**config.mk**
```make
export PLATFORM = sky130hd
export DESIGN_NAME = matting_alpha_projection
export DESIGN_NICKNAME = d
export VERILOG_FILES = /design/src/rtl/map_pkg.sv /design/src/rtl/map_div.sv /design/src/rtl/matting_alpha_projection.sv
export VERILOG_INCLUDE_DIRS = /design/src /design/src/rtl
export SDC_FILE = /design/constraint.sdc
export NUM_CORES = 2
export LEC_CHECK = 0
export BUFFER_PORTS_ARGS = -buffer_cell sky130_fd_sc_hd__buf_2
export CAP_MARGIN = 40
export CORE_ASPECT_RATIO = 0.6
export CORE_UTILIZATION = 45
export CTS_CLUSTER_SIZE = 16
export DETAILED_ROUTE_END_ITERATION = 7
export GPL_TIMING_DRIVEN = 0
export SETUP_SLACK_MARGIN = 0.3
export SLEW_MARGIN = 0
export SYNTH_ARGS = -nofsm -noshare
export SYNTH_HDL_FRONTEND = slang
export SYNTH_SLANG_ARGS = --single-unit
```
**constraint.sdc**
```tcl
create_clock -name clock -period 23.2 [get_ports clock]
set_clock_uncertainty 0.1 [all_clocks]
set_input_delay 3.48 -clock clock [delete_from_list [all_inputs] [get_ports clock]]
set_output_delay 3.48 -clock clock [all_outputs]
set_load 0.05 [all_outputs]
```
**src/rtl/matting_alpha_projection_assert.svh**
```systemverilog
// Assertion macros shared by the alpha projection RTL.
`ifndef MATTING_ALPHA_PROJECTION_ASSERT_SVH
`define MATTING_ALPHA_PROJECTION_ASSERT_SVH
`ifndef SYNTHESIS
`define MAP_ASSERT(lbl, clk, rst, prop, msg) \
   lbl: assert property (@(posedge clk) disable iff (rst) prop) else $error(msg);
`define MAP_ASSERT_CLK(lbl, prop, msg) `MAP_ASSERT(lbl, clock, reset, prop, msg)
`else
`define MAP_ASSERT(lbl, clk, rst, prop, msg)
`define MAP_ASSERT_CLK(lbl, prop, msg)
`endif
`endif

```
**src/rtl/map_pkg.sv**
```systemverilog
// Widths, constants and pipeline control type for the alpha projection block.
package map_pkg;

   localparam int CHANNEL_BITS = 8;
   localparam int NUM_CHANNELS = 3;
   localparam int COLOUR_W     = 24;
   localparam int DIFF_W       = CHANNEL_BITS + 1;
   localparam int PROD_W       = 2 * CHANNEL_BITS + 2;
   localparam int DOT_W        = 2 * CHANNEL_BITS + 3;
   localparam int LEN_W        = 2 * CHANNEL_BITS + 2;
   localparam int ALPHA_W      = 8;
   localparam int NUM_W        = LEN_W + ALPHA_W;

   localparam logic [ALPHA_W-1:0] ALPHA_FULL = 8'd255;
   localparam logic [ALPHA_W-1:0] ALPHA_NONE = 8'd0;

   typedef struct packed {
      logic               valid;
      logic               bypass;
      logic               degenerate;
      logic [ALPHA_W-1:0] alpha;
   } map_ctl_type;

endpackage

```
**src/rtl/map_div.sv**
```systemverilog
// Pipelined restoring divider, one quotient bit per stage.
`include "matting_alpha_projection_assert.svh"

module map_div
   import map_pkg::*;
(
   input  logic               clock,
   input  logic               reset,
   input  logic               en,
   input  map_ctl_type        in_ctl,
   input  logic [NUM_W-1:0]   in_num,
   input  logic [LEN_W-1:0]   in_len,
   output map_ctl_type        out_ctl,
   output logic [ALPHA_W-1:0] out_alpha
);

   map_ctl_type        ctl_ff [ALPHA_W];
   logic [NUM_W-1:0]   rem_ff [ALPHA_W];
   logic [LEN_W-1:0]   div_ff [ALPHA_W];
   logic [ALPHA_W-1:0] q_ff   [ALPHA_W];

   map_ctl_type        ctl_in [ALPHA_W];
   logic [NUM_W-1:0]   rem_in [ALPHA_W];
   logic [LEN_W-1:0]   div_in [ALPHA_W];
   logic [ALPHA_W-1:0] q_in   [ALPHA_W];

   // stage j resolves quotient bit ALPHA_W-1-j
   always_comb begin
      logic [NUM_W-1:0]   src_rem;
      logic [LEN_W-1:0]   src_div;
      logic [ALPHA_W-1:0] src_q;
      logic [NUM_W-1:0]   trial;
      for (int j = 0; j < ALPHA_W; j++) begin
         if (j == 0) begin
            ctl_in[j] = in_ctl;
            src_rem   = in_num;
            src_div   = in_len;
            src_q     = '0;
         end else begin
            ctl_in[j] = ctl_ff[j-1];
            src_rem   = rem_ff[j-1];
            src_div   = div_ff[j-1];
            src_q     = q_ff[j-1];
         end
         trial     = NUM_W'(src_div) << (ALPHA_W - 1 - j);
         div_in[j] = src_div;
         q_in[j]   = src_q;
         if (src_rem >= trial) begin
            rem_in[j]                  = src_rem - trial;
            q_in[j][ALPHA_W - 1 - j]   = 1'b1;
         end else begin
            rem_in[j] = src_rem;
         end
      end
   end

   always_ff @(posedge clock) begin
      for (int j = 0; j < ALPHA_W; j++) begin
         if (reset) begin
            ctl_ff[j] <= '0;
         end else if (en) begin
            ctl_ff[j] <= ctl_in[j];
         end
         if (en) begin
            rem_ff[j] <= rem_in[j];
            div_ff[j] <= div_in[j];
            q_ff[j]   <= q_in[j];
         end
      end
   end

   assign out_ctl   = ctl_ff[ALPHA_W-1];
   assign out_alpha = out_ctl.bypass ? out_ctl.alpha : q_ff[ALPHA_W-1];

   `MAP_ASSERT_CLK(a_div_advance,
      en |=> ctl_ff[ALPHA_W-1].valid == $past(ctl_ff[ALPHA_W-2].valid),
      "divider valid bit lost or invented on advance")
   `MAP_ASSERT_CLK(a_div_rem,
      out_ctl.valid && !out_ctl.bypass |-> rem_ff[ALPHA_W-1] < NUM_W'(div_ff[ALPHA_W-1]),
      "final remainder not below divisor")
   `MAP_ASSERT_CLK(a_div_hold,
      !en |=> $stable(q_ff[ALPHA_W-1]) && $stable(ctl_ff[ALPHA_W-1]),
      "divider output moved while held")

endmodule

```
**src/rtl/matting_alpha_projection.sv**
```systemverilog
// Top level of the knockout-style alpha projection pipeline.
//
// Usage: every req_ transaction carries a foreground sample, a background
// sample and an observed pixel, each packed red/green/blue (red on top).
// Each one yields exactly one rsp_ transaction with an 8-bit alpha and a
// degenerate flag, in arrival order.
// alpha = floor(255 * dot / len2) clamped to 0..255, where dot is
// (pixel - bg).(fg - bg) and len2 is |fg - bg|^2. Equal samples give alpha
// 255 with degenerate set.
// Pipeline: 12 register stages: four for differences, products, sums and
// classification, then eight divider stages, one quotient bit each.
// rsp_valid is the valid bit of the last divider stage. Throughput: one
// transaction per cycle while no valid result is held under rsp_stall.
// Stalls: the whole pipeline freezes while rsp_valid is held under
// rsp_stall; req_stall follows it in the same cycle. Bubbles flow freely.
// Reset clears every valid bit and holds req_stall; no result is shown
// until new input arrives.
`include "matting_alpha_projection_assert.svh"

module matting_alpha_projection
   import map_pkg::*;
(
   input  logic                clock,
   input  logic                reset,
   input  logic                req_valid,
   output logic                req_stall,
   input  logic [COLOUR_W-1:0] req_fg_colour,
   input  logic [COLOUR_W-1:0] req_bg_colour,
   input  logic [COLOUR_W-1:0] req_pixel_colour,
   output logic                rsp_valid,
   input  logic                rsp_stall,
   output logic [ALPHA_W-1:0]  rsp_alpha,
   output logic                rsp_degenerate
);

   // global advance: pipeline only holds when the output is blocked
   logic        adv;
   map_ctl_type out_ctl;

   assign rsp_valid      = out_ctl.valid;
   assign rsp_degenerate = out_ctl.degenerate;
   assign adv            = !(rsp_valid && rsp_stall);
   assign req_stall      = reset || !adv;

   // stage 1: signed channel differences
   logic                     s1_valid_ff;
   logic signed [DIFF_W-1:0] s_ff [NUM_CHANNELS];
   logic signed [DIFF_W-1:0] d_ff [NUM_CHANNELS];

   always_ff @(posedge clock) begin
      if (reset) begin
         s1_valid_ff <= 1'b0;
      end else if (adv) begin
         s1_valid_ff <= req_valid;
      end
      if (adv) begin
         for (int i = 0; i < NUM_CHANNELS; i++) begin
            s_ff[i] <= signed'({1'b0, req_fg_colour[i*CHANNEL_BITS +: CHANNEL_BITS]})
                     - signed'({1'b0, req_bg_colour[i*CHANNEL_BITS +: CHANNEL_BITS]});
            d_ff[i] <= signed'({1'b0, req_pixel_colour[i*CHANNEL_BITS +: CHANNEL_BITS]})
                     - signed'({1'b0, req_bg_colour[i*CHANNEL_BITS +: CHANNEL_BITS]});
         end
      end
   end

   // stage 2: per-channel products
   logic                     s2_valid_ff;
   logic signed [PROD_W-1:0] dp_ff [NUM_CHANNELS];
   logic signed [PROD_W-1:0] sq_ff [NUM_CHANNELS];

   always_ff @(posedge clock) begin
      if (reset) begin
         s2_valid_ff <= 1'b0;
      end else if (adv) begin
         s2_valid_ff <= s1_valid_ff;
      end
      if (adv) begin
         for (int i = 0; i < NUM_CHANNELS; i++) begin
            dp_ff[i] <= PROD_W'(d_ff[i] * s_ff[i]);
            sq_ff[i] <= PROD_W'(s_ff[i] * s_ff[i]);
         end
      end
   end

   // stage 3: dot product and squared length
   logic                    s3_valid_ff;
   logic signed [DOT_W-1:0] dot_ff;
   logic [LEN_W-1:0]        len_ff;

   always_ff @(posedge clock) begin
      if (reset) begin
         s3_valid_ff <= 1'b0;
      end else if (adv) begin
         s3_valid_ff <= s2_valid_ff;
      end
      if (adv) begin
         dot_ff <= DOT_W'(dp_ff[0]) + DOT_W'(dp_ff[1]) + DOT_W'(dp_ff[2]);
         len_ff <= LEN_W'(sq_ff[0]) + LEN_W'(sq_ff[1]) + LEN_W'(sq_ff[2]);
      end
   end

   // stage 4: classify special cases, build 255*dot for the divider
   map_ctl_type      ctl4_in;
   map_ctl_type      ctl4_ff;
   logic [NUM_W-1:0] num4_in;
   logic [NUM_W-1:0] num4_ff;
   logic [LEN_W-1:0] len4_ff;
   logic [LEN_W-1:0] dot_mag;

   always_comb begin
      ctl4_in.valid      = s3_valid_ff;
      ctl4_in.bypass     = 1'b1;
      ctl4_in.degenerate = 1'b0;
      ctl4_in.alpha      = ALPHA_FULL;
      if (len_ff == '0) begin
         ctl4_in.degenerate = 1'b1;
      end else if (dot_ff <= 0) begin
         ctl4_in.alpha = ALPHA_NONE;
      end else if (dot_ff >= signed'({1'b0, len_ff})) begin
         ctl4_in.alpha = ALPHA_FULL;
      end else begin
         ctl4_in.bypass = 1'b0;
      end
   end

   // only used when 0 < dot < len2, so the magnitude fits LEN_W bits
   assign dot_mag = LEN_W'(dot_ff);
   assign num4_in = (NUM_W'(dot_mag) << ALPHA_W) - NUM_W'(dot_mag);

   always_ff @(posedge clock) begin
      if (reset) begin
         ctl4_ff <= '0;
      end else if (adv) begin
         ctl4_ff <= ctl4_in;
      end
      if (adv) begin
         num4_ff <= num4_in;
         len4_ff <= len_ff;
      end
   end

   // stages 5 to 12: quotient bits, last stage is the output register
   map_div u_div (
      .clock     (clock),
      .reset     (reset),
      .en        (adv),
      .in_ctl    (ctl4_ff),
      .in_num    (num4_ff),
      .in_len    (len4_ff),
      .out_ctl   (out_ctl),
      .out_alpha (rsp_alpha)
   );

   `MAP_ASSERT_CLK(a_degen_full,
      rsp_valid && rsp_degenerate |-> rsp_alpha == ALPHA_FULL,
      "degenerate result without full alpha")
   `MAP_ASSERT_CLK(a_s2_advance,
      adv |=> s2_valid_ff == $past(s1_valid_ff),
      "stage 2 valid bit lost or invented")
   `MAP_ASSERT_CLK(a_s4_degen,
      ctl4_ff.valid && ctl4_ff.degenerate |-> ctl4_ff.bypass && len4_ff == '0,
      "degenerate flag without zero length")

endmodule

```
Yosys cells after proc, flatten, opt, wreduce, memory -nomap -nowiden
Memories as Yosys holds them, arrays and structs flattened. Index checks and enable logic that the tools add are counted.

Bits in registers: 95. Memory bits (writable): 666. Bits of input ports: 76. Memories kept: 8.

Memory list: u_div.rem_ff (words 8, bits a word 26, rd ports 7, clocked after memory_dff 0, write ports 8, RTL line map_div.sv:18) `logic [NUM_W-1:0] rem_ff [ALPHA_W];`; u_div.div_ff (words 8, bits a word 18, rd ports 7, clocked after memory_dff 0, write ports 8, RTL line map_div.sv:19) `logic [LEN_W-1:0] div_ff [ALPHA_W];`; u_div.ctl_ff (words 8, bits a word 11, rd ports 8, clocked after memory_dff 0, write ports 8, RTL line map_div.sv:17) `map_ctl_type ctl_ff [ALPHA_W];`; u_div.q_ff (words 8, bits a word 8, rd ports 8, clocked after memory_dff 0, write ports 8, RTL line map_div.sv:20) `logic [ALPHA_W-1:0] q_ff [ALPHA_W];`; dp_ff (words 3, bits a word 18, rd ports 3, clocked after memory_dff 0, write ports 3, RTL line matting_alpha_projection.sv:68) `logic signed [PROD_W-1:0] dp_ff [NUM_CHANNELS];`; sq_ff (words 3, bits a word 18, rd ports 3, clocked after memory_dff 0, write ports 3, RTL line matting_alpha_projection.sv:69) `logic signed [PROD_W-1:0] sq_ff [NUM_CHANNELS];`; 2 more memories.

Add/sub/neg operators: 19. Multiply operators: 6. Order comparisons: 10. Muxes and demuxes: 36. Bitwise logic cells: 8. Reduce and logical (&&, ||, !) cells: 3.

Operator list (count): 2-to-1 mux 26 bit (8); multiplier 9 x 9 -> 18 bit (6); 2-to-1 mux 11 bit (8); subtractor 8 x 8 -> 9 bit (6); subtractor 26 x 18 -> 26 bit (2); adder 18 bit (2); >= comparator 26 x 18 -> 1 bit (1); >= comparator 26 x 19 -> 1 bit (1); >= comparator 26 x 20 -> 1 bit (1); >= comparator 26 x 21 -> 1 bit (1); >= comparator 26 x 22 -> 1 bit (1); >= comparator 26 x 23 -> 1 bit (1); >= comparator 26 x 24 -> 1 bit (1); >= comparator 26 x 25 -> 1 bit (1); subtractor 26 x 19 -> 26 bit (1); subtractor 26 x 20 -> 26 bit (1); subtractor 26 x 21 -> 26 bit (1); subtractor 26 x 22 -> 26 bit (1); subtractor 26 x 23 -> 26 bit (1); subtractor 26 x 24 -> 26 bit (1); subtractor 26 x 25 -> 26 bit (1); 2-to-1 mux 8 bit (3); adder 18 x 18 -> 19 bit (1); adder 19 x 18 -> 19 bit (1); other kinds (7) (30).

Depth between registers and ports, before layout
An unclocked memory read counts as a cell.

Depth in word-level cells: 6. Gate-level depth with buffers: 23. Mapped depth without buffers: 21.

Cells and area by module
From an unflattened synthesis, not the netlist that was laid out.

Cell total of the unflattened synthesis: 4743. Area total of the unflattened synthesis: 52248.9 um2.

Modules (own cells, without submodules): matting_alpha_projection (times used 1, cells an instance 2799, area an instance 29469.5 um2); map_div (times used 1, cells an instance 1944, area an instance 22779.3 um2).

Least setup slack after synthesis
Ideal clock, no wire load.

Kind: input to register. From: in rsp_stall. To: mem d_ff[0][0] (netlist bit), enable pin. Library setup time: 4.626 ns. Arrival time: 14.539 ns. Data required time: 18.474 ns. Path slack: 3.935 ns. Stages: 3. Buffers on the path: 1. Cells stage by stage: and2_1 > clkbuf_1 > clkinv_1.

RTL lines: start: declaration (RTL line matting_alpha_projection.sv:31) `input logic rsp_stall,`; end: declaration (RTL line matting_alpha_projection.sv:48) `logic signed [DIFF_W-1:0] d_ff [NUM_CHANNELS];`.

Final worst setup path
From: in rsp_stall. To: out req_stall.

Longest elaborated chain between the ends: 2.

RTL lines: logical AND 1 bit (RTL line matting_alpha_projection.sv:42) `assign adv = !(rsp_valid && rsp_stall);`; logical OR 1 bit (RTL line matting_alpha_projection.sv:43) `assign req_stall = reset || !adv;`; end: declaration (RTL line matting_alpha_projection.sv:26) `output logic req_stall,`.

No other way between the ends.

==> impl_metrics.csv <==
group,metric,value,unit
synthesis,ys_seq_area_frac,0.376,
synthesis,avgSynthCellArea,11.1,sq um
worst_setup_path,regToRegSetupSlack,16.30,ns
timing,finalSetupViolations,0,
timing,fin_ws,14.54,ns
synthesis,synth_edf_count,616,
clock_tree,clk_latency,0.68,ns
clock_tree,postCtsSetupBuffers,0,
detailed_routing,drt_first_iter_violations,2562,
worst_setup_path,reg2reg_depth,22,
finish,n_fill_cell,9731,
worst_setup_path,critPathKind,"input port to primary output",
place,postPlaceCellArea,0.0520,sq mm
finish,finalInstanceArea,0.0542,sq mm
die,io_pins,87,
synthesis,ys_seq_elements,623,
die,die_h,259,um
timing,drv_slew,0,
grt,grtUsageTotal,0.208,
place,place_hpwl,89900,um
place,dp_cells,6000,
worst_setup_path,cp_slowest_stage_delay,0.56,ns
place,portBuffers,85,
synthesis,synthTopCellsByCount,"inv_1, edfxtp_1, ha_1",
worst_setup_path,crit_path_cell_trace,"buf_2 > and2_1 > clkbuf_1 > nor2_1 > clkbuf_1 > inv_1 > buf_2",
die,start_util,0.458,
synthesis,netlist-cell-type-count,84,
grt,antenna_found_initial,2,
synthesis,synth.most_common_cell,"inv_1",
clock_tree,hold_buffers,0,
timing,fmax,115,MHz
clock_tree,cts_resized,0,
clock_tree,cts_tree,"built",
grt,grt_use_met2,0.270,
worst_setup_path,cp_data_arrival_time,5.08,ns
synthesis,yosys_warnings,0,
worst_setup_path,startpoint_type,"input port",
worst_setup_path,crit_fanout,10,
worst_setup_path,reg2reg_to,"dp_ff[0][17]",
synthesis,ys_async_sr_fraction,0,
grt,grtUsageMet3,0.0578,
clock_tree,clock_path_buffers,3,
grt,grt_pass1_wl,181000,um
place,place_congestion,0.895,
die,dieArea,0.111,sq mm
clock_tree,cts_buffers,66,
min_path,hold_start,"u_div.q_ff[5][7]",
grt,top_usage_layer,"met1",
detailed_routing,firstDrtPassIters,8,
detailed_routing,drc,0,
synthesis,synth-main-ff-cell,"edfxtp_1",
worst_setup_path,worst_ep_required_time,19.62,ns
timing,worstMarginPinSlew,0.938,ns
place,preCtsSetupSlack,14.48,ns
min_path,hold-path-cell-count,0,
detailed_routing,routed_wl,113000,um
clock_tree,clock_sinks,623,
worst_setup_path,reg2reg_from,"s_ff[0][2]",
grt,grt_max_degree,92,
clock_tree,htree_levels,3,
timing,min_period_over_period,0.373,
synthesis,synth_area_leaders,"edfxtp_1, fa_1, ha_1, inv_1, xnor2_1",
grt,grt_overflow,0,
synthesis,synth_top_area_share,0.373,
outcome,outcome,"finished clean",
synthesis,synth_cells,4478,
run,maxCapViolCount,0,
finish,drive_gt1_frac,0.0603,
clock_tree,clockRootBuffer,"clkbuf_16",
detailed_routing,viasPerCell,5.24,
timing,final_hold_viol_count,0,
die,die_w,430,um
clock_tree,clkTransAtPathRegs,0.06,ns
grt,first_global_vias,31700,
detailed_routing,drtAntennaViolNets,0,
grt,gr-usage-met1,0.339,
die,coreArea,0.108,sq mm
min_path,hold-path-endpoint,"u_div.q_ff[6][7]",
timing,min_period,8.66,ns
worst_setup_path,crit_path_end_kind,"primary output",
timing,relSlewSlack,0.366,
die,rows,93,
synthesis,synth_area_leader_cell,"edfxtp_1",
min_path,hp-class,"register to register",
detailed_routing,wl_per_cell,18.4,um
detailed_routing,vias,32100,
finish,stdcell_count,6121,
finish,area_growth,9.40,%
timing,rsz0062_at_grt,"no",
finish,fin_nets,5639,
worst_setup_path,critPathSlowestCell,"clkbuf_1",
synthesis,synthesis.area,0.0495,sq mm
-- through the flow --
| step | setup TNS (ns) | utilization | hold slack [ns] |
|---|---|---|---|
| after CTS | 0 | 0.501 | 0.321 |
| after global routing | 0 | 0.501 | 0.327 |
| after floorplan | 0 | - | 0.300 |
| after global placement | -1972.33 | 0.478 | 0.305 |
| after detailed placement | 0 | 0.480 | 0.306 |
| final | 0 | 0.501 | 0.319 |
-- critical path, delay by kind of cell --
kind | cells | cell delay (ns)
buf+inv | 5 | 1.23
simple gates | 2 | 0.37
-- logic make-up after synthesis --
family,count (synthesis),share of synthesized area
mux,49,0.0110
xor+xnor,318,0.0562
simple gates,1078,0.109
compound gates,664,0.0863
flops,623,0.376
buf+inv,825,0.0632
fa+ha+maj,920,0.298
other cells,1,0.0000757
-- registers in the layout, indices dropped and copies added (netlist names), 27 cells and up --
name,cells
u_div.rem_ff,182
u_div.div_ff,126
dp_ff,54
sq_ff,51
u_div.q_ff,36
u_div.ctl_ff,32
d_ff,27
s_ff,27
-- worst max path at each step --
stage,end,from,cells after the start
2_1_floorplan,d_ff[0][0],rsp_stall,3
6_report,req_stall,rsp_stall,7
5_1_grt,req_stall,rsp_stall,7
3_5_place_dp,req_stall,rsp_stall,7
4_1_cts,req_stall,rsp_stall,7
3_3_place_gp,u_div.rem_ff[1][54],rsp_stall,4
-- layout make-up --
class                      instances  area, sq um  area share
clock inverter                    36          437     0.00806
multi-input combinational       3032        27800       0.513
clock buffer                      83         1770      0.0326
sequential                       623        18600       0.344
antenna                            2         5.00   0.0000924
inverter                         743         2790      0.0516
buffer                            82          342     0.00630
tap                             1425         1780      0.0329
timing repair buffer              95          642      0.0118
-- layer usage --
metal / vias to the layer above / routed length [um]
met4: 0 / 1830
met1: 15800 / 59900
li1: 15400 / -
met2: 741 / 41900
met5: - / 0
met3: 101 / 9170
-- layout by cell type (no fill, tap or decap), drive strengths merged, types with 7 or more instances in the layout --
master and count:
inv 752, edfxtp 616, ha 485, fa 435, nand2 349, xnor2 199
o21ai 184, and2 178, nor2 168, a21oi 163, clkbuf 154, xor2 119
buf 105, a21o 104, nor2b 93, nor3 71, nand2b 48, o21a 46
nand3 37, mux2 36, nor4 26, nand4 24, or2 20, o21bai 18
clkinv 18, and3 17, o31ai 16, a211oi 16, or3 15, a31oi 14
o211ai 13, mux2i 13, a211o 12, a21boi 11, or4 10, o311a 9
o31a 8, o41a 7, dfxtp 7
Power is left out: the tool's default activity adds up to more than one toggle a clock period on the data nets, which glitch-free logic cannot reach.
